File: src/rtl/bha_pkg.sv
// ----------------------------------------------------------------------------
// Block heap allocator package
// Shared constants, codes and types for the allocator sequencer, its entry
// memory and its shared adder.
// ----------------------------------------------------------------------------
package bha_pkg;

	localparam int MAX_BLOCKS    = 64;
	localparam int IDX_W         = $clog2(MAX_BLOCKS);
	localparam int CNT_W         = IDX_W + 1;
	localparam int GRANULE_BYTES = 32;

	localparam logic [31:0] FAIL_ADDR = 32'hEFFF_FFFE;
	localparam logic [31:0] GRAN_MASK = 32'(GRANULE_BYTES - 1);

	// Request codes.
	localparam logic [1:0] REQ_FIRST_FIT = 2'd0;
	localparam logic [1:0] REQ_NEXT_FIT  = 2'd1;
	localparam logic [1:0] REQ_FREE      = 2'd2;
	localparam logic [1:0] REQ_CLEAR     = 2'd3;

	// Status codes.
	localparam logic [2:0] ST_OK       = 3'd0;
	localparam logic [2:0] ST_NOFIT    = 3'd1;
	localparam logic [2:0] ST_NOTFOUND = 3'd2;
	localparam logic [2:0] ST_ALREADY  = 3'd3;
	localparam logic [2:0] ST_FULL     = 3'd4;

	// One table entry as stored in the memory.
	typedef struct packed {
		logic        used;
		logic [30:0] size;
		logic [31:0] start;
	} entry_t;

	typedef enum logic {
		ALU_ADD,
		ALU_SUB
	} alu_op_t;

	typedef enum logic [4:0] {
		S_IDLE,
		S_HINT_RD,
		S_HINT_CHK,
		S_SCAN_RD,
		S_SCAN_CHK,
		S_SPLIT_ADD,
		S_UP_RD,
		S_UP_WR,
		S_WR_REM,
		S_WR_USED,
		S_PREV_RD,
		S_PREV_CHK,
		S_NEXT_RD,
		S_NEXT_CHK,
		S_SUM1,
		S_SUM2,
		S_WR_MERGE,
		S_DN_RD,
		S_DN_WR,
		S_FREE_FIN,
		S_DONE
	} state_t;

endpackage

File: src/rtl/bha_ram.sv
// ----------------------------------------------------------------------------
// Block heap allocator entry memory
// One write port and one read port with registered read data.
// ----------------------------------------------------------------------------
module bha_ram (
	input  logic                       clk,
	input  logic                       we,
	input  logic [bha_pkg::IDX_W-1:0]  waddr,
	input  bha_pkg::entry_t            wdata,
	input  logic [bha_pkg::IDX_W-1:0]  raddr,
	output bha_pkg::entry_t            rdata
);
	import bha_pkg::*;

	entry_t mem_q [MAX_BLOCKS];

	// Write port.
	always_ff @(posedge clk) begin
		if (we) begin
			mem_q[waddr] <= wdata;
		end
	end

	// Registered read port.
	always_ff @(posedge clk) begin
		rdata <= mem_q[raddr];
	end

endmodule

File: config.mk
export PLATFORM = sky130hd
export DESIGN_NAME = bha_ram
export DESIGN_NICKNAME = d
export VERILOG_FILES = /design/src/rtl/bha_pkg.sv /design/src/rtl/bha_ram.sv
export SDC_FILE = /design/constraint.sdc
export NUM_CORES = 2
export LEC_CHECK = 0
export BUFFER_PORTS_ARGS = -buffer_cell sky130_fd_sc_hd__clkbuf_2
export CAP_MARGIN = 10
export CORE_MARGIN = 2
export CORE_UTILIZATION = 40
export CTS_CLUSTER_DIAMETER = 80
export DETAILED_ROUTE_END_ITERATION = 8
export SLEW_MARGIN = 20
export SYNTH_ARGS = -nofsm -noshare
export SYNTH_HDL_FRONTEND = slang
export SYNTH_SLANG_ARGS = --single-unit
export TNS_END_PERCENT = 100
File: constraint.sdc
create_clock -name clk -period 19.6 [get_ports clk]
set_clock_uncertainty 0.1 [all_clocks]
set_input_delay 1.96 -clock clk [delete_from_list [all_inputs] [get_ports clk]]
set_output_delay 1.96 -clock clk [all_outputs]
set_load 0.02 [all_outputs]
# Word-level counts from Yosys, hierarchy flattened
# Memories as Yosys holds them, arrays and structs flattened. A register that Yosys moved wholly into a read port is not among the register bits.
# Cells that the tools add are included.
[word_totals] rom_bits=0 latch_bits=0 inputBits=78 out_inout_bits=64 ram_bits=4096 ff_bits=0 memories=1 word_cells=3
[memory_table] name="mem_q" depth=64 width=64 read_ports=1 rd_ports_with_merged_regs=1 wr=1 line_no="bha_ram.sv:15" text="entry_t mem_q [MAX_BLOCKS];"
[classes] div_mod_pow=0 n_mul=0 mux=2 n_addsub=0 shifts=0 reduce_logical=0 n_eq_ne=0 bitwise_logic=0 order_cmp=0
[op_table] cell="$mux W1" n=2

# Longest topological paths before layout
[depth] ltp_word=2 ltp_mapped=9 mapped_depth_nobuf=5

# Worst setup path before layout
# No wires, ideal clock.
[synth_path] path_kind="input to register" from="input waddr[3] (netlist name)" to="memory mem_q[48][0] (netlist name), enable pin" setup_ns=0.564 slack_ns=12.104 path_stages=4 t_arrival_ns=6.832 path_cell_list="clkbuf_1 -> nor2b_1 -> nand4b_1 -> nor3_1"
[synth_rtl] item="start, declared" line_no="bha_ram.sv:8" text="input logic [bha_pkg::IDX_W-1:0] waddr,"
[synth_rtl] item="end, declared" line_no="bha_ram.sv:15"
# Straight into the memory's write port.

==> impl_metrics.toml <==
[status]
outcome = "finished, final reports clean"

[final_layout]
final_cell_mix = "4096 x edfxtp_1, 1024 x mux4_2, 422 x clkbuf_16"
drive_above_1_share = 0.288
finalInstanceArea_sq_mm = 0.179
regArea_sq_mm = 0.124
fin_util = 0.459
multi_input_area_sq_mm = 0.0308
final_common_cell = "edfxtp_1"
fill_cells = 32000
syn2layout_area_growth_pct = 14.2
final_nets = 7089

[timing]
finalSetupViolCount = 0
fin_setup_tns_ps = 0
worst_pin_slew_ps = 1250
relSlewSlack = 0.166
fmax_mhz = 146
maxSlewViolCount = 0
whs_ps = 711
rsz0062_at_grt = "false"
layout_min_cycle_time_ps = 6850
hold_viol = 0
finalCritPeriodShare = 0.349

[route]
vias_per_cell = 6.00
dr.pass1.iters = 6
totalWireLength_um = 437000
avgRoutedWirePerCell_um = 34.7
drtIter0Drc = 10300
vias = 75500
drc = 0
ant_nets = 0

[placed_design]
place_congestion = 0.774
post_dp_cell_area_sq_mm = 0.164
dpl.hpwl_um = 233000
portBuffers = 141

[critical_path]
crit_chain = "buf_8 > buf_4 > buf_4 > buf_4 > buf_4 > buf_4 > mux4_2 > a22oi_1 > and3_1 > a211oi_1 > buf_4"
endpoint_kind = "flip-flop"
worstPathArrival_ps = 7670
crit_buf_inv = 7
crit_cells = 11
critical_path_required_ps = 20420
slowest_stage = "buf_4"
cp_max_fo = 57
cp_top_family = "buffers and inverters"
path_common_cell = "buf_4"
worstSetupPathType = "input pin to flip-flop"
cp_slowest_stage_delay_ps = 780
r2r_cells = 5
cp-start-kind = "input pin"

[yosys]
yosys-top-cells-area = "edfxtp_1 79%, mux4_2 15%, mux2i_1 0.86%"
ys_ff_latch = 4160
synth_fp_nets = 6676
avgSynthCellArea_sq_um = 23.7
synth_cell_type_count = 33
synth_top_cell_by_area = "edfxtp_1"
synth_top_family_by_area = "multiplexers"
synth_simple_gate_area_frac = 0.0124
synthMuxAreaShare = 0.156
synthAdderAreaFrac = 0
yosys_warnings = 0
synth_xor_area_frac = 0
syn_inst = 6598
ys_seq_area_frac = 0.795
yosysTopAreaCellShare = 0.787
synth_area_sq_mm = 0.156
synth-compound-area-share = 0.0248

[min_path]
whs_path_depth = 4
hold_path.class = "flip-flop to flip-flop"

[power_and_ir_drop]
p_per_area_mw_per_mm2 = 106
peakVddDrop_v = 0.0000774
fin_total_pwr_mw = 18.9
leakage_nw = 55.3

[clock_network]
cts_made_buffers = 419
holdBufCountCts = 0
cts_resized = 0
htreeDepth = 5
cts_root_buf = "clkbuf_16"
cts_tree = "done"
cts.sinks = 4160
clockBufferDepth = 4
post_cts_buffers = 0
cts.clk_slew.worst_paths_ps = 60
clk_latency_ps = 960

[floorplan]
num_rows = 229
die_area_sq_mm = 0.396
die_h_um = 629
core_sq_mm = 0.389
fp.dieW_um = 629
start_util = 0.402
io_pins = 142

[grt]
grt_pass1_vias = 75300
overflow = 0
grt_max_degree = 129
track_usage = 0.218
grt_pass1_wl_um = 605000
antenna_found_initial = 41

[job]
maxCapViolCount = 0
-- cell usage after synthesis --
library cell,count
or3_1,29
and2_1,3
buf_4,34
clkbuf_1,140
or3b_2,1
nand4_1,2
mux2i_1,135
buf_2,170
nand2_1,58
o22ai_1,83
edfxtp_1,4096
inv_1,19
a211oi_1,63
nand4b_1,1
nand2b_1,11
a31oi_1,18
o221ai_1,38
nand3_1,45
a22oi_1,168
a2bb2oi_1,19
buf_6,6
nor2_1,112
or2_2,28
nor3_1,2
and3_1,64
nand3b_1,2
a22o_1,88
nor2b_1,28
mux4_2,1024
a41oi_1,26
a31o_1,1
buf_1,20
dfxtp_1,64
-- logic make-up after synthesis --
group | after synthesis
DFF | 4160
and+or+nand+nor | 386
buffers and inverters | 389
muxes | 1159
AOI/OAI and AO/OA | 504
-- stage by stage --
step,std cells,setup WS [ps]
global placement,11800,11810
detailed placement,11800,11700
global route,12600,12520
finish,12600,12750
floorplan,6598,12100
CTS,12600,12760
-- final cells by class --
type | instances | share of cell area
flip-flops and latches | 4160 | 0.696
multi-input cells | 2049 | 0.172
clock buffers | 538 | 0.0635
well taps | 5197 | 0.0364
repair buffers | 362 | 0.0161
clock inverters | 248 | 0.0152
inverters | 19 | 0.000399
diodes | 18 | 0.000252
-- metal layers --
metal | wire, um | GRT usage
met2 | 212000 | 0.352
met4 | 13100 | 0.0651
met5 | 49 | 0
met1 | 175000 | 0.307
met3 | 36700 | 0.0328
-- path summary, 6_finish.rpt --
path,from,end,slack (ps)
setup / recovery,raddr[1],rdata[47],12750
setup reg to reg,mem_q[13][30],rdata[30],17220
hold / removal,mem_q[38][2],rdata[2],710
hold reg to reg,mem_q[38][2],rdata[2],710
-- registers in the layout, summed over array words and instances, names as in the netlist --
| register | count |
|---|---|
| rdata | 64 |
| mem_q | 4096 |
-- tightest hold or removal path, delay by kind of cell (launching register included) --
kind,cells,cell delay [ps]
AND/OR/NAND/NOR,2,210
flip-flops,1,320
AO/OA/AOI/OAI,1,60
multiplexers,1,220
-- power by group --
group / internal (mW) / switching, mW / leakage (nW) / total (mW)
Sequential: 9.85 / 0.0462 / 37.4 / 9.90
Combinational: 0.303 / 0.539 / 11.1 / 0.842
Clock: 4.72 / 3.41 / 6.85 / 8.13
(Power assumes the default switching activity.)
