--- config.mk ---
export PLATFORM = sky130hd
export DESIGN_NAME = bha_alu
export DESIGN_NICKNAME = d
export VERILOG_FILES = /design/src/rtl/bha_pkg.sv /design/src/rtl/bha_alu.sv
export SDC_FILE = /design/constraint.sdc
export NUM_CORES = 1
export LEC_CHECK = 0
export BUFFER_PORTS_ARGS = -buffer_cell sky130_fd_sc_hd__buf_2
export CAP_MARGIN = 20
export CORE_ASPECT_RATIO = 0.8
export CORE_UTILIZATION = 47
export DETAILED_ROUTE_END_ITERATION = 10
export GPL_ROUTABILITY_DRIVEN = 0
export GPL_TIMING_DRIVEN = 0
export PLACE_DENSITY = 0.88
export SLEW_MARGIN = 20
export SYNTH_ARGS = -nofsm -noshare
export SYNTH_HDL_FRONTEND = slang
export SYNTH_SLANG_ARGS = --single-unit
export TNS_END_PERCENT = 30
--- constraint.sdc ---
create_clock -name vclk -period 3.8
set_clock_uncertainty 0.1 [all_clocks]
set_input_delay 0.19 -clock vclk [all_inputs]
set_output_delay 0.19 -clock vclk [all_outputs]
set_load 0.05 [all_outputs]
--- src/rtl/bha_pkg.sv ---
// ----------------------------------------------------------------------------
// Block heap allocator package
// Shared constants, codes and types for the allocator sequencer, its entry
// memory and its shared adder.
// ----------------------------------------------------------------------------
package bha_pkg;

	localparam int MAX_BLOCKS    = 64;
	localparam int IDX_W         = $clog2(MAX_BLOCKS);
	localparam int CNT_W         = IDX_W + 1;
	localparam int GRANULE_BYTES = 32;

	localparam logic [31:0] FAIL_ADDR = 32'hEFFF_FFFE;
	localparam logic [31:0] GRAN_MASK = 32'(GRANULE_BYTES - 1);

	// Request codes.
	localparam logic [1:0] REQ_FIRST_FIT = 2'd0;
	localparam logic [1:0] REQ_NEXT_FIT  = 2'd1;
	localparam logic [1:0] REQ_FREE      = 2'd2;
	localparam logic [1:0] REQ_CLEAR     = 2'd3;

	// Status codes.
	localparam logic [2:0] ST_OK       = 3'd0;
	localparam logic [2:0] ST_NOFIT    = 3'd1;
	localparam logic [2:0] ST_NOTFOUND = 3'd2;
	localparam logic [2:0] ST_ALREADY  = 3'd3;
	localparam logic [2:0] ST_FULL     = 3'd4;

	// One table entry as stored in the memory.
	typedef struct packed {
		logic        used;
		logic [30:0] size;
		logic [31:0] start;
	} entry_t;

	typedef enum logic {
		ALU_ADD,
		ALU_SUB
	} alu_op_t;

	typedef enum logic [4:0] {
		S_IDLE,
		S_HINT_RD,
		S_HINT_CHK,
		S_SCAN_RD,
		S_SCAN_CHK,
		S_SPLIT_ADD,
		S_UP_RD,
		S_UP_WR,
		S_WR_REM,
		S_WR_USED,
		S_PREV_RD,
		S_PREV_CHK,
		S_NEXT_RD,
		S_NEXT_CHK,
		S_SUM1,
		S_SUM2,
		S_WR_MERGE,
		S_DN_RD,
		S_DN_WR,
		S_FREE_FIN,
		S_DONE
	} state_t;

endpackage

--- src/rtl/bha_alu.sv ---
// ----------------------------------------------------------------------------
// Block heap allocator shared adder
// One 32-bit adder used for sums, differences and compares.
// ----------------------------------------------------------------------------
module bha_alu (
	input  bha_pkg::alu_op_t op,
	input  logic [31:0]      a,
	input  logic [31:0]      b,
	output logic [31:0]      res,
	output logic             carry,
	output logic             zero
);
	import bha_pkg::*;

	logic [31:0] b_eff;
	logic        sub;

	// On a subtract the carry out means a >= b.
	assign sub          = (op == ALU_SUB);
	assign b_eff        = sub ? ~b : b;
	assign {carry, res} = {1'b0, a} + {1'b0, b_eff} + {32'd0, sub};
	assign zero         = (res == 32'd0);

endmodule

Word level (Yosys, flattened, before mapping)
Cells that the tools add are included.
W data, S select, Z words.

operators by class
  bitwise operators = 1
  muxes and demuxes = 1
  reduce and logical (&&, ||, !) cells = 1
  add/sub/neg operators = 2

operator list
  kind               count
  $add A32 B32 Y33   1
  $add A33 B1 Y33    1
  $logic_not A32 Y1  1
  $mux W32           1
  $not A32 Y32       1

word-level totals
  input port bits = 65
  flip-flop bits (word level) = 0

Depth between registers and ports, before layout
  word-level depth = 5
  mapped depth = 14
  depth with buffers taken out = 12

Least setup slack after synthesis
OpenSTA, ideal clock, no wires.

  path type = input port to output port
  start point = input op
  end point = output zero
  arrival = 5.006 ns
  data required time = 3.510 ns
  cell stages on the path = 14
  slack = -1.496 ns
  path buffers = 3
  path through = clkbuf_1 > buf_1 > xor2_1 > ha_1 > buf_4 > a21o_1 > or3b_1 > o211ai_1 > a21oi_1 > o21a_1 > o211ai_1 > o311ai_0 > or4_1 > nor4_2

on the way
  longest elaborated chain between the ends = 4

ends and longest elaborated chain
  item                 RTL line       source
  start: declaration   bha_alu.sv:6   input bha_pkg::alu_op_t op,
  $mux W32             bha_alu.sv:20  assign b_eff = sub ? ~b : b;
  $add A32 B32 Y33     bha_alu.sv:21  assign {carry, res} = {1'b0, a} + {1'b0, b_eff} + {32'd0, sub};
  $add A33 B1 Y33 *    bha_alu.sv:21
  named net res[20]    bha_alu.sv:9   output logic [31:0] res,
  $logic_not A32 Y1 *  bha_alu.sv:22  assign zero = (res == 32'd0);
  end: declaration     bha_alu.sv:11  output logic zero

Mark *: on every way through the listed nets, which the timed path passes. The rest lies on a longest branch.

Worst setup path after layout
  start point = input op
  end point = output zero

on the way
  longest elaborated chain between the ends = 4

ends and longest elaborated chain
  item                 RTL line
  $mux W32             bha_alu.sv:20
  $add A32 B32 Y33     bha_alu.sv:21
  $add A33 B1 Y33 *    bha_alu.sv:21
  $logic_not A32 Y1 *  bha_alu.sv:22

Mark *: on every way between the ends. The rest lies on a longest branch, timed or not.

==> impl_results.md <==
* CP Class: input pin to output pin
* DR pass1 iterations at 8
* Largest net degree at the start of global routing at 11
* Setup crit start: op
* Number of global-route vias before repair at 2,731
* Layout fillers at around 330
* Worst setup SP type: input pin
* CP max stage delay at 0.54 ns
* Residual DRC count at 0
* Worst hold path type: input pin to output pin
* Crit path top cell by count: buf_12
* Multi-input logic area at 0.00265 mm^2
* NetSw at 900 uW
* Ports at 99
* CP max stage cell: or4_4
* Max Clk Rate at 0.237 GHz
* RSZ-0062 raised after global routing: true
* DPL Wire Length at ~6 mm
* Share of cells above drive strength 1 at a little over two fifths
* Clock buffers at 0
* Delay-heaviest family, CP: simple AND/OR/NAND/NOR gates
* First-iteration detailed-routing DRC count at 466
* Antenna-violating nets left at 0
* Placeable Area at 0.00471 mm^2
* Synth Warn # at 0
* Synth area leaders: ha_1 (18%), xor2_1 (14%), a21oi_1 (6.5%)
* Final Max Slew Viols at 0
* CTS Hold Bufs at 0
* Fin crit share at 111%
* Congestion Overflow GR at 0
* Slew @ Worst Pin at roughly 0.45 ns
* WL/cell at approximately 17 um
* Outcome: finished, violations left
* Comb power frac at 100.0%
* Standard-cell rows at 22
* Finish-stage setup viols at 1
* Initial antenna violation count at 0
* Post-Synthesis Cells at ~330
* Worst vdd ir at about 0.27 mV
* Pint at approximately 440 uW
* Syn Std Cell Area at 0.00238 mm^2
* WL final at slightly below 9 mm
* Clock Power Share at 0%
* Worst path arrival time at around 4 ns
* Vias per inst at about 6.5
* Violated checks: setup timing
* Top-area cell type share of the netlist area at around 18%
* Syn Nets at around 430
* CP Cell Sequence: buf_12 -> buf_12 -> buf_8 -> xor2_1 -> ha_1 -> nor2_1 -> o21ai_1 -> o211ai_1 -> a21boi_1 -> o22ai_2 -> nor4_2 -> or4b_4 -> or4_4 -> nor4_4 -> buf_6
* Setup crit end kind: output pin
* WHS at around 0.67 ns
* Syn_area_per_cell at 7.14 um^2
* Sequential power share at 0%
* Fin util at about three quarters
* Hold path startpoint: a[0]
* FF/Latch Area at 0 um^2
* Relative slew slack at between 60% and 70%
* CP bufs+invs at 4
* Pleak at approximately 1.6 nW
* First-pass GRT wire length at 12.0 mm
* Post-Layout Cell Count at between 500 and 600
* Tmin final at between 4 and 5 ns
* DIE AREA at 0.00535 mm^2
* P&R area growth vs syn at 49.0%
* Total power at 1.34 mW
* Area leader, netlist: ha_1
* # diodes at 0
* Netlist cell types at 61
* Layout Nets at between 500 and 600
* Sequential fraction of the synthesis area at 0%
* Max-cap violations at 0
* Endpoints failing hold at 0
* Buffers added on ports at 98
* Power per cell area at between 300 and 400 mW/mm^2
* Sw Share at between 60% and 70%
* Tot GR Track Use at 27.7%
* Die width at just over 80 um
* Crit path max fanout at 10
* Required @ worst endpoint at 3.51 ns
* Vias at between 3,000 and 4,000
* Initial core utilization at approximately half
* Sequential cell count at 0
* Post-route setup slack at -0.422 ns
* Die height at approximately 66 um
* Placed instance count at about 490
* Pre-CTS WS at -0.620 ns
[power by group through the flow]
stage,clock [mW],combinational [mW],sequential [mW]
3_5_place_dp,0,1.20,0
2_1_floorplan,0,0.952,0
3_3_place_gp,0,1.18,0
6_report,0,1.34,0
5_1_grt,0,1.41,0
4_1_cts,0,1.24,0
[synth_stat cells, types with 3 or more instances]
library cell and n:
and2_1 7, or4_1 3, and3_1 4, inv_1 13, o211ai_1 9, nand3_1 7, and3b_1 3, a21boi_0 4
buf_1 3, a31oi_1 7, a21o_1 12, nor2_1 20, nand2_1 21, o21ai_1 3, o21ai_0 16, clkbuf_1 11
xnor2_1 10, xor2_1 39, ha_1 34, nor3_1 11, nor4_1 3, o21a_1 8, nand4_1 4, nor3b_1 3
a21oi_1 31, a211o_1 4
[cell type report]
| cell class | count | area share, % |
|---|---|---|
| buffer | 6 | 2.23 |
| timing repair buffer | 122 | 19.6 |
| inverter | 13 | 1.38 |
| multi-input combinational | 305 | 74.7 |
| tap | 60 | 2.12 |
[cells in the final DEF, fill, tap and decap left out, types with 3 or more instances in the layout]
master / count
ha_4: 5
o21ai_1: 4
nand4_1: 4
a21o_1: 12
xnor2_1: 7
buf_12: 3
buf_2: 97
ha_1: 24
xor2_2: 6
o211ai_1: 9
and3_1: 4
nor2_1: 19
a211o_1: 3
nand2_1: 21
a21boi_0: 3
xor2_1: 32
a21oi_1: 28
ha_2: 5
inv_1: 13
and2_1: 7
nor3_1: 8
a21oi_2: 3
o21ai_0: 14
buf_4: 22
a31oi_1: 6
nand3_1: 6
o21a_1: 7
[layer usage]
| metal | wire length (um) | track usage [%] | vias up |
|---|---|---|---|
| met1 | 3510 | 37.1 | 1509 |
| li1 | - | - | 1477 |
| met3 | 740 | 1.94 | 47 |
| met2 | 4070 | 48.1 | 245 |
| met4 | 320 | 5.80 | 0 |
| met5 | 0 | 0 | - |
[metrics by stage]
| step | cell area [um^2] | setup TNS (ns) |
|---|---|---|
| 6_report | 3540 | -0.422 |
| 5_1_grt | 3540 | -0.491 |
| 4_1_cts | 3290 | -0.381 |
| 3_5_place_dp | 3120 | -0.620 |
| 3_3_place_gp | 3120 | -0.589 |
| 2_1_floorplan | 2550 | -0.456 |
[repair_timing]
item                       4_1_cts  5_1_grt
setup endpoints to repair        1        2
pin swaps                       17       20
buffers inserted                11       13
gates resized for setup         29       27
[worst paths after layout]
kind     end  slack [ns]  cells after the start
max     zero       -0.42                     15
min   res[0]        0.67                      3
[tightest hold or removal path, cell delays in order]
cell and delay, ns:
buf_2 0.10, xor2_1 0.08, buf_2 0.21
[cell families after synthesis]
group           after synthesis  synth area share (%)
fa+ha+maj                    35                  18.7
xor+xnor                     49                  18.1
simple gates                 99                  22.7
mux                           1                 0.579
compound gates              121                  35.3
buf+inv                      28                  4.58
Power figures use the tool's default switching activity.
